[src/hw/rtl/csem_pkg.sv]
package csem_pkg;

  // Field widths fixed by the request and result formats.
  localparam int IdW    = 8;
  localparam int PrioW  = 8;
  localparam int CountW = 16;
  localparam int WaitW  = 7;
  localparam int MaxW   = 15;

  // Default depth of the wait queue.
  localparam int MAX_WAITERS_DEF = 16;

  // Configuration register indexes.
  localparam logic REG_MAX_COUNT  = 1'b0;
  localparam logic REG_ORDER_MODE = 1'b1;

  // Request types.
  localparam logic REQ_WAIT = 1'b0;
  localparam logic REQ_POST = 1'b1;

  // Result status codes.
  localparam logic [2:0] ST_ACQUIRED = 3'd0;
  localparam logic [2:0] ST_BLOCKED  = 3'd1;
  localparam logic [2:0] ST_FULL     = 3'd2;
  localparam logic [2:0] ST_NOWAKE   = 3'd3;
  localparam logic [2:0] ST_WOKE     = 3'd4;

  // Operations broadcast to every queue cell.
  localparam logic [2:0] OP_HOLD = 3'd0;
  localparam logic [2:0] OP_LOAD = 3'd1;
  localparam logic [2:0] OP_PROP = 3'd2;
  localparam logic [2:0] OP_INS  = 3'd3;
  localparam logic [2:0] OP_DEQ  = 3'd4;

  typedef struct packed {
    logic [2:0]       op;
    logic             order_mode;
    logic [IdW-1:0]   new_id;
    logic [PrioW-1:0] new_prio;
  } cell_ctl_t;

endpackage

[src/hw/rtl/counting_semaphore_wait_queue.sv]
// Channel  Direction  Handshake            Payload
// in       input      in_valid / in_stall  req_type, thread_id, thread_priority
// out      output     out_valid / out_stall status, woken_thread_id, count_after,
//                                          waiters_after
// cfg      input      cfg_we               cfg_index, cfg_data
//
// One request at a time. Acquire, reject and post pass through the decide and
// done states; a blocking wait also passes through the scan state, in which the
// mark bit moves one cell per cycle along the queue chain.
// A result held by out_stall stalls the next request only in its done state.
// Synchronous reset: count zero, queue empty, max_count 1, FIFO order.
module counting_semaphore_wait_queue #(
  parameter int MAX_WAITERS = csem_pkg::MAX_WAITERS_DEF
) (
  input  logic                              clk,
  input  logic                              rst,
  input  logic                              cfg_we,
  input  logic                              cfg_index,
  input  logic [csem_pkg::MaxW-1:0]         cfg_data,
  input  logic                              in_valid,
  output logic                              in_stall,
  input  logic                              req_type,
  input  logic [csem_pkg::IdW-1:0]          thread_id,
  input  logic [csem_pkg::PrioW-1:0]        thread_priority,
  output logic                              out_valid,
  input  logic                              out_stall,
  output logic [2:0]                        status,
  output logic [csem_pkg::IdW-1:0]          woken_thread_id,
  output logic signed [csem_pkg::CountW-1:0] count_after,
  output logic [csem_pkg::WaitW-1:0]        waiters_after
);

  localparam logic [1:0] S_IDLE   = 2'd0;
  localparam logic [1:0] S_DECIDE = 2'd1;
  localparam logic [1:0] S_SCAN   = 2'd2;
  localparam logic [1:0] S_DONE   = 2'd3;

  localparam int IdW    = csem_pkg::IdW;
  localparam int PrioW  = csem_pkg::PrioW;
  localparam int CountW = csem_pkg::CountW;
  localparam int WaitW  = csem_pkg::WaitW;

  logic [1:0]                state;
  logic [csem_pkg::MaxW-1:0] max_count;
  logic                      order_mode;
  logic signed [CountW-1:0]  sem_count;
  logic [WaitW-1:0]          waiter_count;
  logic [WaitW-1:0]          scan_cnt;

  logic                      req_post;
  logic [IdW-1:0]            req_id;
  logic [PrioW-1:0]          req_prio;

  logic [2:0]                pend_status;
  logic [IdW-1:0]            pend_woken;

  logic signed [CountW:0]    dec_val;
  logic signed [CountW:0]    inc_val;
  logic signed [CountW-1:0]  wait_next;
  logic signed [CountW-1:0]  post_next;
  logic signed [CountW-1:0]  cap_val;
  logic                      queue_full;
  logic                      out_free;

  csem_pkg::cell_ctl_t       ctl;
  logic                      cmark [MAX_WAITERS];
  logic [IdW-1:0]            cid   [MAX_WAITERS];
  logic [PrioW-1:0]          cprio [MAX_WAITERS];

  assign in_stall = (state != S_IDLE);
  assign out_free = !out_valid || !out_stall;

  // Saturating count arithmetic for both request types.
  always_comb begin
    dec_val = {sem_count[CountW-1], sem_count} - (CountW+1)'(1);
    inc_val = {sem_count[CountW-1], sem_count} + (CountW+1)'(1);
    cap_val = signed'({1'b0, max_count});
    if (dec_val < -(CountW+1)'(32768)) begin
      wait_next = {1'b1, {(CountW-1){1'b0}}};
    end else begin
      wait_next = dec_val[CountW-1:0];
    end
    if (inc_val > (CountW+1)'(32767)) begin
      post_next = {1'b0, {(CountW-1){1'b1}}};
    end else begin
      post_next = inc_val[CountW-1:0];
    end
    if (post_next > cap_val) begin
      post_next = cap_val;
    end
  end

  assign queue_full = (waiter_count >= WaitW'(MAX_WAITERS));

  // Configuration registers.
  always_ff @(posedge clk) begin
    if (rst) begin
      max_count  <= csem_pkg::MaxW'(1);
      order_mode <= 1'b0;
    end else if (cfg_we) begin
      case (cfg_index)
        csem_pkg::REG_MAX_COUNT:  max_count  <= cfg_data;
        csem_pkg::REG_ORDER_MODE: order_mode <= cfg_data[0];
        default: ;
      endcase
    end
  end

  // Request capture.
  always_ff @(posedge clk) begin
    if (state == S_IDLE && in_valid) begin
      req_post <= req_type;
      req_id   <= thread_id;
      req_prio <= thread_priority;
    end
  end

  // Cell operation for this cycle.
  always_comb begin
    ctl.op         = csem_pkg::OP_HOLD;
    ctl.order_mode = order_mode;
    ctl.new_id     = req_id;
    ctl.new_prio   = req_prio;
    case (state)
      S_DECIDE: begin
        if (req_post == csem_pkg::REQ_WAIT) begin
          if (wait_next < 0 && !queue_full) begin
            ctl.op = csem_pkg::OP_LOAD;
          end
        end else if (post_next <= 0 && waiter_count != '0) begin
          ctl.op = csem_pkg::OP_DEQ;
        end
      end
      S_SCAN: begin
        ctl.op = (scan_cnt == '0) ? csem_pkg::OP_INS : csem_pkg::OP_PROP;
      end
      default: ctl.op = csem_pkg::OP_HOLD;
    endcase
  end

  // Sequencer and semaphore state.
  always_ff @(posedge clk) begin
    if (rst) begin
      state        <= S_IDLE;
      sem_count    <= '0;
      waiter_count <= '0;
      scan_cnt     <= '0;
    end else begin
      case (state)
        S_IDLE: begin
          if (in_valid) begin
            state <= S_DECIDE;
          end
        end
        S_DECIDE: begin
          pend_woken <= '0;
          state      <= S_DONE;
          if (req_post == csem_pkg::REQ_WAIT) begin
            if (wait_next >= 0) begin
              sem_count   <= wait_next;
              pend_status <= csem_pkg::ST_ACQUIRED;
            end else if (queue_full) begin
              pend_status <= csem_pkg::ST_FULL;
            end else begin
              sem_count    <= wait_next;
              waiter_count <= waiter_count + WaitW'(1);
              scan_cnt     <= waiter_count;
              pend_status  <= csem_pkg::ST_BLOCKED;
              state        <= S_SCAN;
            end
          end else begin
            sem_count <= post_next;
            if (post_next <= 0 && waiter_count != '0) begin
              waiter_count <= waiter_count - WaitW'(1);
              pend_woken   <= cid[0];
              pend_status  <= csem_pkg::ST_WOKE;
            end else begin
              pend_status <= csem_pkg::ST_NOWAKE;
            end
          end
        end
        S_SCAN: begin
          if (scan_cnt == '0) begin
            state <= S_DONE;
          end else begin
            scan_cnt <= scan_cnt - WaitW'(1);
          end
        end
        S_DONE: begin
          if (out_free) begin
            state <= S_IDLE;
          end
        end
        default: state <= S_IDLE;
      endcase
    end
  end

  // Result register.
  always_ff @(posedge clk) begin
    if (rst) begin
      out_valid <= 1'b0;
    end else if (state == S_DONE && out_free) begin
      out_valid <= 1'b1;
    end else if (!out_stall) begin
      out_valid <= 1'b0;
    end
  end

  always_ff @(posedge clk) begin
    if (state == S_DONE && out_free) begin
      status          <= pend_status;
      woken_thread_id <= pend_woken;
      count_after     <= sem_count;
      waiters_after   <= waiter_count;
    end
  end

  // Chain of queue cells, head at index zero.
  for (genvar i = 0; i < MAX_WAITERS; i++) begin : g_cell
    logic             left_mark;
    logic [IdW-1:0]   left_id;
    logic [PrioW-1:0] left_prio;
    logic [IdW-1:0]   right_id;
    logic [PrioW-1:0] right_prio;

    if (i == 0) begin : g_head
      assign left_mark = 1'b0;
      assign left_id   = '0;
      assign left_prio = '0;
    end else begin : g_mid
      assign left_mark = cmark[i-1];
      assign left_id   = cid[i-1];
      assign left_prio = cprio[i-1];
    end

    if (i == MAX_WAITERS - 1) begin : g_tail
      assign right_id   = cid[i];
      assign right_prio = cprio[i];
    end else begin : g_body
      assign right_id   = cid[i+1];
      assign right_prio = cprio[i+1];
    end

    csem_cell u_cell (
      .clk        (clk),
      .rst        (rst),
      .ctl        (ctl),
      .in_use     (WaitW'(i) < waiter_count),
      .left_mark  (left_mark),
      .left_id    (left_id),
      .left_prio  (left_prio),
      .right_id   (right_id),
      .right_prio (right_prio),
      .mark       (cmark[i]),
      .id         (cid[i]),
      .prio       (cprio[i])
    );
  end

endmodule

[src/hw/rtl/csem_cell.sv]
// One slot of the wait queue. A mark bit finds the insert position: it is
// loaded where the new thread may go ahead, then ORed along the chain so
// that the first marked cell is the insert point.
module csem_cell (
  input  logic                       clk,
  input  logic                       rst,
  input  csem_pkg::cell_ctl_t        ctl,
  input  logic                       in_use,
  input  logic                       left_mark,
  input  logic [csem_pkg::IdW-1:0]   left_id,
  input  logic [csem_pkg::PrioW-1:0] left_prio,
  input  logic [csem_pkg::IdW-1:0]   right_id,
  input  logic [csem_pkg::PrioW-1:0] right_prio,
  output logic                       mark,
  output logic [csem_pkg::IdW-1:0]   id,
  output logic [csem_pkg::PrioW-1:0] prio
);

  // Mark bit: set on free slots and, in priority order mode, on slots the new thread outranks.
  always_ff @(posedge clk) begin
    if (rst) begin
      mark <= 1'b0;
    end else begin
      case (ctl.op)
        csem_pkg::OP_LOAD: mark <= !in_use || (ctl.order_mode && (ctl.new_prio > prio));
        csem_pkg::OP_PROP: mark <= mark | left_mark;
        default:           mark <= mark;
      endcase
    end
  end

  // Payload: take the new thread, shift toward the tail, or shift toward the head.
  always_ff @(posedge clk) begin
    case (ctl.op)
      csem_pkg::OP_INS: begin
        if (mark && !left_mark) begin
          id   <= ctl.new_id;
          prio <= ctl.new_prio;
        end else if (left_mark) begin
          id   <= left_id;
          prio <= left_prio;
        end
      end
      csem_pkg::OP_DEQ: begin
        id   <= right_id;
        prio <= right_prio;
      end
      default: begin
        id   <= id;
        prio <= prio;
      end
    endcase
  end

endmodule
[config.mk]
export PLATFORM = sky130hd
export DESIGN_NAME = counting_semaphore_wait_queue
export DESIGN_NICKNAME = d
export VERILOG_FILES = /design/src/hw/rtl/csem_pkg.sv /design/src/hw/rtl/counting_semaphore_wait_queue.sv /design/src/hw/rtl/csem_cell.sv
export SDC_FILE = /design/constraint.sdc
export NUM_CORES = 1
export LEC_CHECK = 0
export ABC_AREA = 0
export BUFFER_PORTS_ARGS = -buffer_cell sky130_fd_sc_hd__buf_2
export CAP_MARGIN = 15
export CORE_ASPECT_RATIO = 0.75
export CORE_MARGIN = 5
export CORE_UTILIZATION = 45
export DETAILED_ROUTE_END_ITERATION = 8
export PLACE_DENSITY = 0.69
export SKIP_CTS_REPAIR_TIMING = 1
export SYNTH_ARGS = -nofsm -noshare
export SYNTH_HDL_FRONTEND = slang
export SYNTH_HIERARCHICAL = 1
export SYNTH_SLANG_ARGS = --single-unit
[constraint.sdc]
create_clock -name clk -period 10.4 [get_ports clk]
set_input_delay 3.12 -clock clk [delete_from_list [all_inputs] [get_ports clk]]
set_output_delay 3.12 -clock clk [all_outputs]
set_load 0.02 [all_outputs]
==> results.yml, run 1 <==
power_and_ir_drop:
  power_mw: 6.01
  power.leakage_nw: 9.27
  power.density_nw_per_um2: 226
  peakVddDrop_uv: 175
grt:
  grtUsageMet3_pct: 5.61
  track_usage_pct: 23.4
  grt_use_met1_pct: 35.4
  grt_pass1_vias: 18787
  busiest_layer: "met1"
  antenna_found_initial: 1
  grt_pass1_wl_microns: 110000
  gr-usage-met2_pct: 34.2
  gr-total-overflow: 0
  grt_max_degree: 93
setup_path:
  cp.arrival_ns: 7.30
  end_kind: "flop"
  path_class: "flop to flop"
  r2r_setup_slack_ns: 3.28
  timing.rr.start: "sem_count[1]"
  r2r_cells: 20
  rr_endpoint: "g_cell[6].u_cell/id[0]"
  start_kind: "flop"
  required_ns: 10.58
  crit_fanout: 33
layout:
  drive_gt1_share_pct: 8.08
  synthToLayoutAreaGrowth_pct: 8.56
  final_nets: 2715
  finalNonFillerCells: 3274
  fillers: 4950
timing:
  grt_setup_unrepaired: "false"
  slew_viol_final: 0
  fin_ws_ns: 3.28
  max_freq_ghz: 0.140
  tns_ns: 0
  slew-limit-headroom_pct: 20.7
  finalHoldViolCount: 0
  setup_viol: 0
  skew_ns: 0.0147
  finalCritPeriodShare_pct: 68.5
  period_needed_ns: 7.12
  worst_slew_pin_slew_ns: 1.19
placement:
  dpl.hpwl_microns: 50600
  placement.io_buffers: 73
  dp_slack_ns: 3.33
  dp.cells: 3201
  place_congestion: 0.901
yosys:
  synth_cell_types: 82
  synth_common_cells: "nand2_1, edfxtp_1, o21ai_0, mux2i_1, inv_1"
  async_reset_ff_share_pct: 0
  yosysTopAreaCellShare_pct: 39.0
  synthTopCellsByArea: "edfxtp_1, mux2i_1, ha_1"
  synthCells: 2481
  synth_top_cell_by_area: "edfxtp_1"
  synth_area_sq_um: 24500
  yosysWarnings: 6
  synth_seq_area_share_pct: 44.4
  ys_ff_latch: 383
  synth-edff-count: 318
  synth_top_flop_cell: "edfxtp_1"
  synthMostInstantiatedCell: "nand2_1"
  syn_area_per_cell_sq_um: 9.86
clock_tree:
  cts_buffer_depth: 3
  htree_levels: 2
  cts_root_buf: "clkbuf_16"
  numCtsBuffers: 41
  cts_sinks: 383
  cts_tree: "yes"
  clkSlewWorstSetupHoldPaths_ns: 0.06
  insertion_delay_ns: 0.55
die:
  core_area_sq_um: 54200
  die_w_microns: 279
  initial_core_util_pct: 45.1
  pin_count: 74
  dieArea_sq_um: 59200
  row_count: 74
  die-height_microns: 212
run_status:
  status: "finished clean"
drt:
  avgViaCountPerCell: 6.01
  drtPass1Iterations: 8
  drc: 0
  routed_wl_microns: 72200
  routedWlPerCell_microns: 22.1
  dr_total_vias: 19684
  drt_iter0_markers: 2645
  postRouteAntennaNets: 0
min_path:
  hold_depth: 0
  worstHoldPathType: "flop to flop"
  min_to: "status[2]"
  hp-start: "pend_status[2]"
job:
  max-cap-violations: 0
[worst max path at each step]
stage / start / to / depth (start not counted)
CTS: sem_count[1] / g_cell[6].u_cell/id[6] / 20
global placement: sem_count[0] / g_cell[0].u_cell/id[4] / 21
detailed placement: sem_count[1] / g_cell[6].u_cell/id[4] / 20
global route: sem_count[3] / g_cell[4].u_cell/id[6] / 18
floorplan: state[0] / g_cell[0].u_cell/id[0] / 8
finish: sem_count[1] / g_cell[6].u_cell/id[0] / 20
[critical path, stage by stage (launching register included)]
cell	delay (ns)
dfxtp_1	0.63
ha_1	0.48
nand3_1	0.14
xor2_1	0.21
nor2_1	0.15
o21ai_0	0.08
or4_1	0.40
o31a_1	0.43
nand2_1	0.13
ha_1	0.24
a211oi_1	0.27
o21a_1	0.15
o21ai_0	0.12
a221o_1	0.39
a2111oi_4	0.36
o211a_4	0.37
and3_1	0.66
buf_4	0.43
nor3b_2	0.22
buf_4	0.31
a21o_1	0.54
[layout make-up]
| cell class | count | area [sq um] | share of cell area, % |
|---|---|---|---|
| Multi-Input combinational cell | 1823 | 12200 | 46.0 |
| Sequential cell | 383 | 10900 | 40.9 |
| Clock buffer | 58 | 1130 | 4.26 |
| Antenna cell | 1 | 2.50 | 0.00943 |
| Tap cell | 722 | 903 | 3.40 |
| Clock inverter | 14 | 211 | 0.796 |
| Inverter | 168 | 631 | 2.38 |
| Timing Repair Buffer | 105 | 606 | 2.28 |
[stage by stage]
step	utilization, %	cell area (sq um)	hold slack (ns)
floorplan	-	24500	0.400
global placement	46.5	25200	0.406
detailed placement	46.5	25200	0.405
CTS	49.0	26500	0.419
global route	49.0	26500	0.422
finish	49.0	26500	0.419
[kinds of logic (layout without fill, tap and decap cells)]
kind of cell / after synthesis / in the layout / share of synthesized area, %
other: 1 / 20 / 0.0153
multiplexers: 261 / 261 / 10.7
flip-flops: 383 / 383 / 44.4
buffers and inverters: 293 / 345 / 6.09
AND/OR/NAND/NOR: 751 / 751 / 15.3
AO/OA/AOI/OAI: 621 / 621 / 15.0
adder cells (fa/ha/maj): 155 / 155 / 7.93
XOR/XNOR: 16 / 16 / 0.573
[cells in the final DEF (no fill, tap or decap), types with 32 or more instances in the layout]
| cell type | instances |
|---|---|
| nand2_1 | 378 |
| nand2b_1 | 56 |
| o21ai_0 | 295 |
| o21ai_1 | 33 |
| mux2i_1 | 259 |
| edfxtp_1 | 318 |
| clkbuf_16 | 41 |
| inv_1 | 167 |
| a21oi_1 | 115 |
| dfxtp_1 | 65 |
| buf_2 | 73 |
| nor2b_1 | 37 |
| buf_4 | 32 |
| nand4_1 | 38 |
| ha_1 | 154 |
| nor2_1 | 74 |
[where the power goes]
part,internal [mW],total [mW],switching (mW)
Sequential,1.86,2.14,0.273
Clock,0.883,1.51,0.632
Combinational,0.895,2.36,1.46
Total,3.64,6.01,2.36
[flip-flops by register name, indices dropped and copies added (netlist names), 2 cells and up]
register            count
g_cell.u_cell/id      128
g_cell.u_cell/prio    128
count_after            16
g_cell.u_cell/mark     16
sem_count              16
max_count              15
pend_woken              8
req_id                  8
req_prio                8
woken_thread_id         8
scan_cnt                7
waiter_count            7
waiters_after           7
pend_status             3
status                  3
state                   2
[metal layers]
| metal | up-vias | wire length, microns |
|---|---|---|
| li1 | 9099 | - |
| met1 | 9528 | 33200 |
| met2 | 943 | 30400 |
| met3 | 114 | 7220 |
| met4 | 0 | 1340 |
| met5 | - | 0 |
Power figures use the tool's default switching activity.
==> run 2: changes to the inputs <==
==> constraint.sdc (replaced) <==
create_clock -name clk -period 6.9 [get_ports clk]
set_input_delay 2.07 -clock clk [delete_from_list [all_inputs] [get_ports clk]]
set_output_delay 2.07 -clock clk [all_outputs]
set_load 0.02 [all_outputs]
==> results.yml, run 2 (same netlist as run 1, synthesis figures left out) <==
clock_tree:
  cts_tree: "yes"
  insertion_delay_ns: 0.56
  clkSlewWorstSetupHoldPaths_ns: 0.07
  cts_buffer_depth: 3
  htree_levels: 2
  numCtsBuffers: 41
  cts_root_buf: "clkbuf_16"
  cts_sinks: 383
setup_path:
  crit_fanout: 24
  required_ns: 7.08
  path_class: "flop to flop"
  cp.arrival_ns: 6.47
  end_kind: "flop"
  start_kind: "flop"
drt:
  drc: 0
  routedWlPerCell_microns: 20.2
  routed_wl_microns: 66200
  drtPass1Iterations: 6
  drt_iter0_markers: 2042
  postRouteAntennaNets: 0
  avgViaCountPerCell: 5.85
  dr_total_vias: 19203
timing:
  slew_viol_final: 0
  grt_setup_unrepaired: "false"
  period_needed_ns: 6.29
  hold-worst-slack_ns: 0.419
  setup_viol: 0
  skew_ns: 0.0239
  slew-limit-headroom_pct: 21.6
  worst_slew_pin_slew_ns: 1.18
  tns_ns: 0
  finalCritPeriodShare_pct: 91.2
  max_freq_ghz: 0.159
  finalHoldViolCount: 0
die:
  initial_core_util_pct: 45.1
  row_count: 74
  dieArea_sq_um: 59200
  die_w_microns: 279
  pin_count: 74
  die-height_microns: 212
  core_area_sq_um: 54200
job:
  max-cap-violations: 0
layout:
  drive_gt1_share_pct: 8.48
  final_cell_mix: "nand2_1, edfxtp_1, o21ai_0"
  synthToLayoutAreaGrowth_pct: 8.85
  final_nets: 2719
  final_common_cell: "nand2_1"
  n_antenna_cell: 0
  largestRegisters: "g_cell.u_cell/id: 128 flops, g_cell.u_cell/prio: 128 flops"
grt:
  grt_pass1_wl_microns: 104000
  grt_max_degree: 93
  gr-total-overflow: 0
  track_usage_pct: 21.7
  grt_pass1_vias: 18467
  antenna_found_initial: 0
min_path:
  worstHoldPathType: "flop to flop"
power_and_ir_drop:
  peakVddDrop_uv: 283
  power.density_nw_per_um2: 339
  power.leakage_nw: 9.30
placement:
  place_congestion: 0.927
  dpl.hpwl_microns: 47900
  placement.io_buffers: 73
run_status:
  status: "finished clean"
-- run 2: power breakdown --
part / total [mW] / switching [mW] / internal (mW)
Clock: 2.28 / 0.975 / 1.31
Combinational: 3.56 / 2.20 / 1.36
Sequential: 3.19 / 0.384 / 2.81
-- run 2: path summary, 6_finish.rpt --
path                                startpoint                     end  slack (ns)  depth (start not counted)
worst max-delay path              sem_count[0]  g_cell[6].u_cell/id[2]        0.61                         19
worst min-delay path            pend_status[2]               status[2]        0.42                          0
worst max register to register    sem_count[0]  g_cell[6].u_cell/id[2]        0.61                         19
worst min register to register  pend_status[2]               status[2]        0.42                          0
-- run 2: final cells by class --
type	instances	area, sq um
flip-flops and latches	383	10900
multi-input cells	1823	12200
inverters	168	631
clock inverters	30	329
clock buffers	46	1050
fillers	4922	27500
repair buffers	109	636
well taps	722	903
-- run 2: critical path, stage by stage (launching register included) --
cell	delay [ns]
dfxtp_1	0.61
ha_1	0.51
nand3_1	0.15
xor2_1	0.22
nor2_1	0.16
o21ai_0	0.10
or4_1	0.41
o31a_1	0.42
nand2_1	0.13
ha_1	0.24
a211oi_1	0.24
o21a_1	0.15
o21ai_0	0.11
a221o_1	0.38
a2111oi_4	0.36
o211a_4	0.38
and3_1	0.24
buf_4	0.27
nor3b_2	0.27
a21o_1	0.56
-- run 2: routing by layer --
metal / GRT usage [%] / up-vias / share of wire (%)
li1: - / 9092 / -
met3: 4.72 / 106 / 8.3
met1: 32.4 / 9269 / 47
met2: 31.9 / 736 / 42
met5: 0 / - / 0
met4: 6.05 / 0 / 2.6
-- run 2: metrics by stage --
stage | std cells | worst slack, ns | util [%] | power, mW | cell area, sq um
floorplan | 2499 | 0.226 | - | 5.93 | 24500
global placement | 3204 | 0.920 | 46.6 | 6.60 | 25200
detailed placement | 3205 | 0.791 | 46.6 | 6.69 | 25200
CTS | 3281 | 0.722 | 49.1 | 8.99 | 26600
global route | 3281 | 0.205 | 49.1 | 9.56 | 26600
finish | 3281 | 0.606 | 49.1 | 9.03 | 26600
==> run 3: changes to the inputs <==
--- a/config.mk
+++ b/config.mk
@@ -10,9 +10,9 @@
 export CAP_MARGIN = 15
 export CORE_ASPECT_RATIO = 0.75
 export CORE_MARGIN = 5
-export CORE_UTILIZATION = 45
+export CORE_UTILIZATION = 52
 export DETAILED_ROUTE_END_ITERATION = 8
-export PLACE_DENSITY = 0.69
+export PLACE_DENSITY = 0.76
 export SKIP_CTS_REPAIR_TIMING = 1
 export SYNTH_ARGS = -nofsm -noshare
 export SYNTH_HDL_FRONTEND = slang
==> constraint.sdc (replaced) <==
create_clock -name clk -period 6.9 [get_ports clk]
set_input_delay 1.38 -clock clk [delete_from_list [all_inputs] [get_ports clk]]
set_output_delay 1.38 -clock clk [all_outputs]
set_load 0.02 [all_outputs]
==> results.yml, run 3 (same netlist as run 1, synthesis figures left out) <==
grt:
  antenna_found_initial: 0
  track_usage_pct: 24.4
  grt_pass1_vias: 18682
  grt_max_degree: 105
  gr-total-overflow: 0
  grt_pass1_wl_microns: 102000
setup_path:
  end_kind: "flop"
  cp.arrival_ns: 6.46
  crit_fanout: 48
  crit_chain: "inv_1 > ha_1 > nor4b_1 > nand2_1 > nor2_1 > o21ai_0 > or4_1 > o31a_1 > nand2_1 > ha_1 > a211oi_1 > o21a_1 > o21ai_0 > a221o_1 > a2111oi_4 > o211a_4 > and3_1 > buf_12 > nor3b_2 > a21o_1"
  slowest_delay_ns: 0.61
  slowest_stage: "dfxtp_1"
  start_kind: "flop"
  r2r_setup_slack_ns: 0.66
  required_ns: 7.12
  path_class: "flop to flop"
power_and_ir_drop:
  power.leakage_nw: 9.29
  power.density_nw_per_um2: 337
  power_mw: 8.91
  peakVddDrop_uv: 206
timing:
  slew-limit-headroom_pct: 22.4
  skew_ns: 0.0461
  slew_viol_final: 0
  finalCritPeriodShare_pct: 90.4
  tns_ns: 0
  finalHoldViolCount: 0
  fin_ws_ns: 0.660
  grt_setup_unrepaired: "false"
  worst_slew_pin_slew_ns: 1.16
  period_needed_ns: 6.24
  max_freq_ghz: 0.160
  setup_viol: 0
placement:
  place_congestion: 0.915
  dpl.hpwl_microns: 46000
  dp_slack_ns: 0.759
  placement.io_buffers: 73
clock_tree:
  numCtsBuffers: 40
  clkSlewWorstSetupHoldPaths_ns: 0.06
  cts_tree: "yes"
  insertion_delay_ns: 0.60
  cts_sinks: 383
  cts_root_buf: "clkbuf_16"
  cts_buffer_depth: 3
  htree_levels: 2
die:
  row_count: 68
  dieArea_sq_um: 51500
  core_area_sq_um: 46300
  pin_count: 74
  initial_core_util_pct: 52.8
  die_w_microns: 260
  die-height_microns: 198
job:
  max-cap-violations: 0
layout:
  final_common_cell: "nand2_1"
  final_nets: 2717
  final_cell_mix: "nand2_1, edfxtp_1, o21ai_0"
  largestRegisters: "g_cell.u_cell/id: 128 flops, g_cell.u_cell/prio: 128 flops"
  synthToLayoutAreaGrowth_pct: 8.19
  fin_util_pct: 57.2
  drive_gt1_share_pct: 8.26
  n_antenna_cell: 0
run_status:
  status: "finished clean"
min_path:
  worstHoldPathType: "flop to flop"
drt:
  drt_iter0_markers: 2449
  dr_total_vias: 19285
  avgViaCountPerCell: 6.05
  drc: 0
  routedWlPerCell_microns: 20.2
  routed_wl_microns: 64400
  postRouteAntennaNets: 0
  drtPass1Iterations: 6
[run 3: cell count changes in the layout (fill, tap and decap cells not counted), moves of 3 or more]
cell / before / now
clkinvlp_4: 8 / 3
clkbuf_1: 4 / 8
bufinv_16: 5 / 2
clkbuf_8: 1 / 4
clkinv_8: 3 / 0
[run 3: final timing paths]
kind | start | to | cells past startpoint
setup reg to reg | sem_count[0] | g_cell[0].u_cell/id[5] | 20
hold / removal | pend_woken[4] | woken_thread_id[4] | 0
hold reg to reg | pend_woken[4] | woken_thread_id[4] | 0
setup / recovery | sem_count[0] | g_cell[0].u_cell/id[5] | 20
[run 3: layout make-up]
class	instances	area (sq um)
Fill cell	3985	19800
Multi-Input combinational cell	1823	12200
Sequential cell	383	10900
Clock buffer	53	1110
Tap cell	630	788
Timing Repair Buffer	108	641
Inverter	168	631
Clock inverter	21	223
[run 3: routing by layer]
metal  vias up  part of all wire [%]  global-route usage [%]
met5         -                     0                       0
met4         0                   1.6                    5.71
met3        82                   7.9                    4.07
met2       759                    44                    37.5
met1      9352                    46                    36.4
li1       9092                     -                       -
[run 3: worst max-delay path: cells and delay by family, from the launching register on]
kind / cells / cell delay, ns
DFF: 1 / 0.61
and+or+nand+nor: 7 / 1.49
AOI/OAI and AO/OA: 9 / 2.74
adders and majority gates: 2 / 0.60
buffers and inverters: 2 / 0.39
[run 3: per-stage QoR]
step | std cells | hold WS (ns) | cell area [sq um]
2_1_floorplan | 2499 | 0.400 | 24500
3_3_place_gp | 3111 | 0.402 | 25100
3_5_place_dp | 3111 | 0.406 | 25100
4_1_cts | 3185 | 0.430 | 26500
5_1_grt | 3186 | 0.430 | 26500
6_report | 3186 | 0.427 | 26500
[run 3: where the power goes]
part	switching [mW]	internal (mW)	total (mW)
Clock	0.982	1.23	2.21
Sequential	0.362	2.81	3.17
Combinational	2.17	1.36	3.53
Total	3.52	5.40	8.91
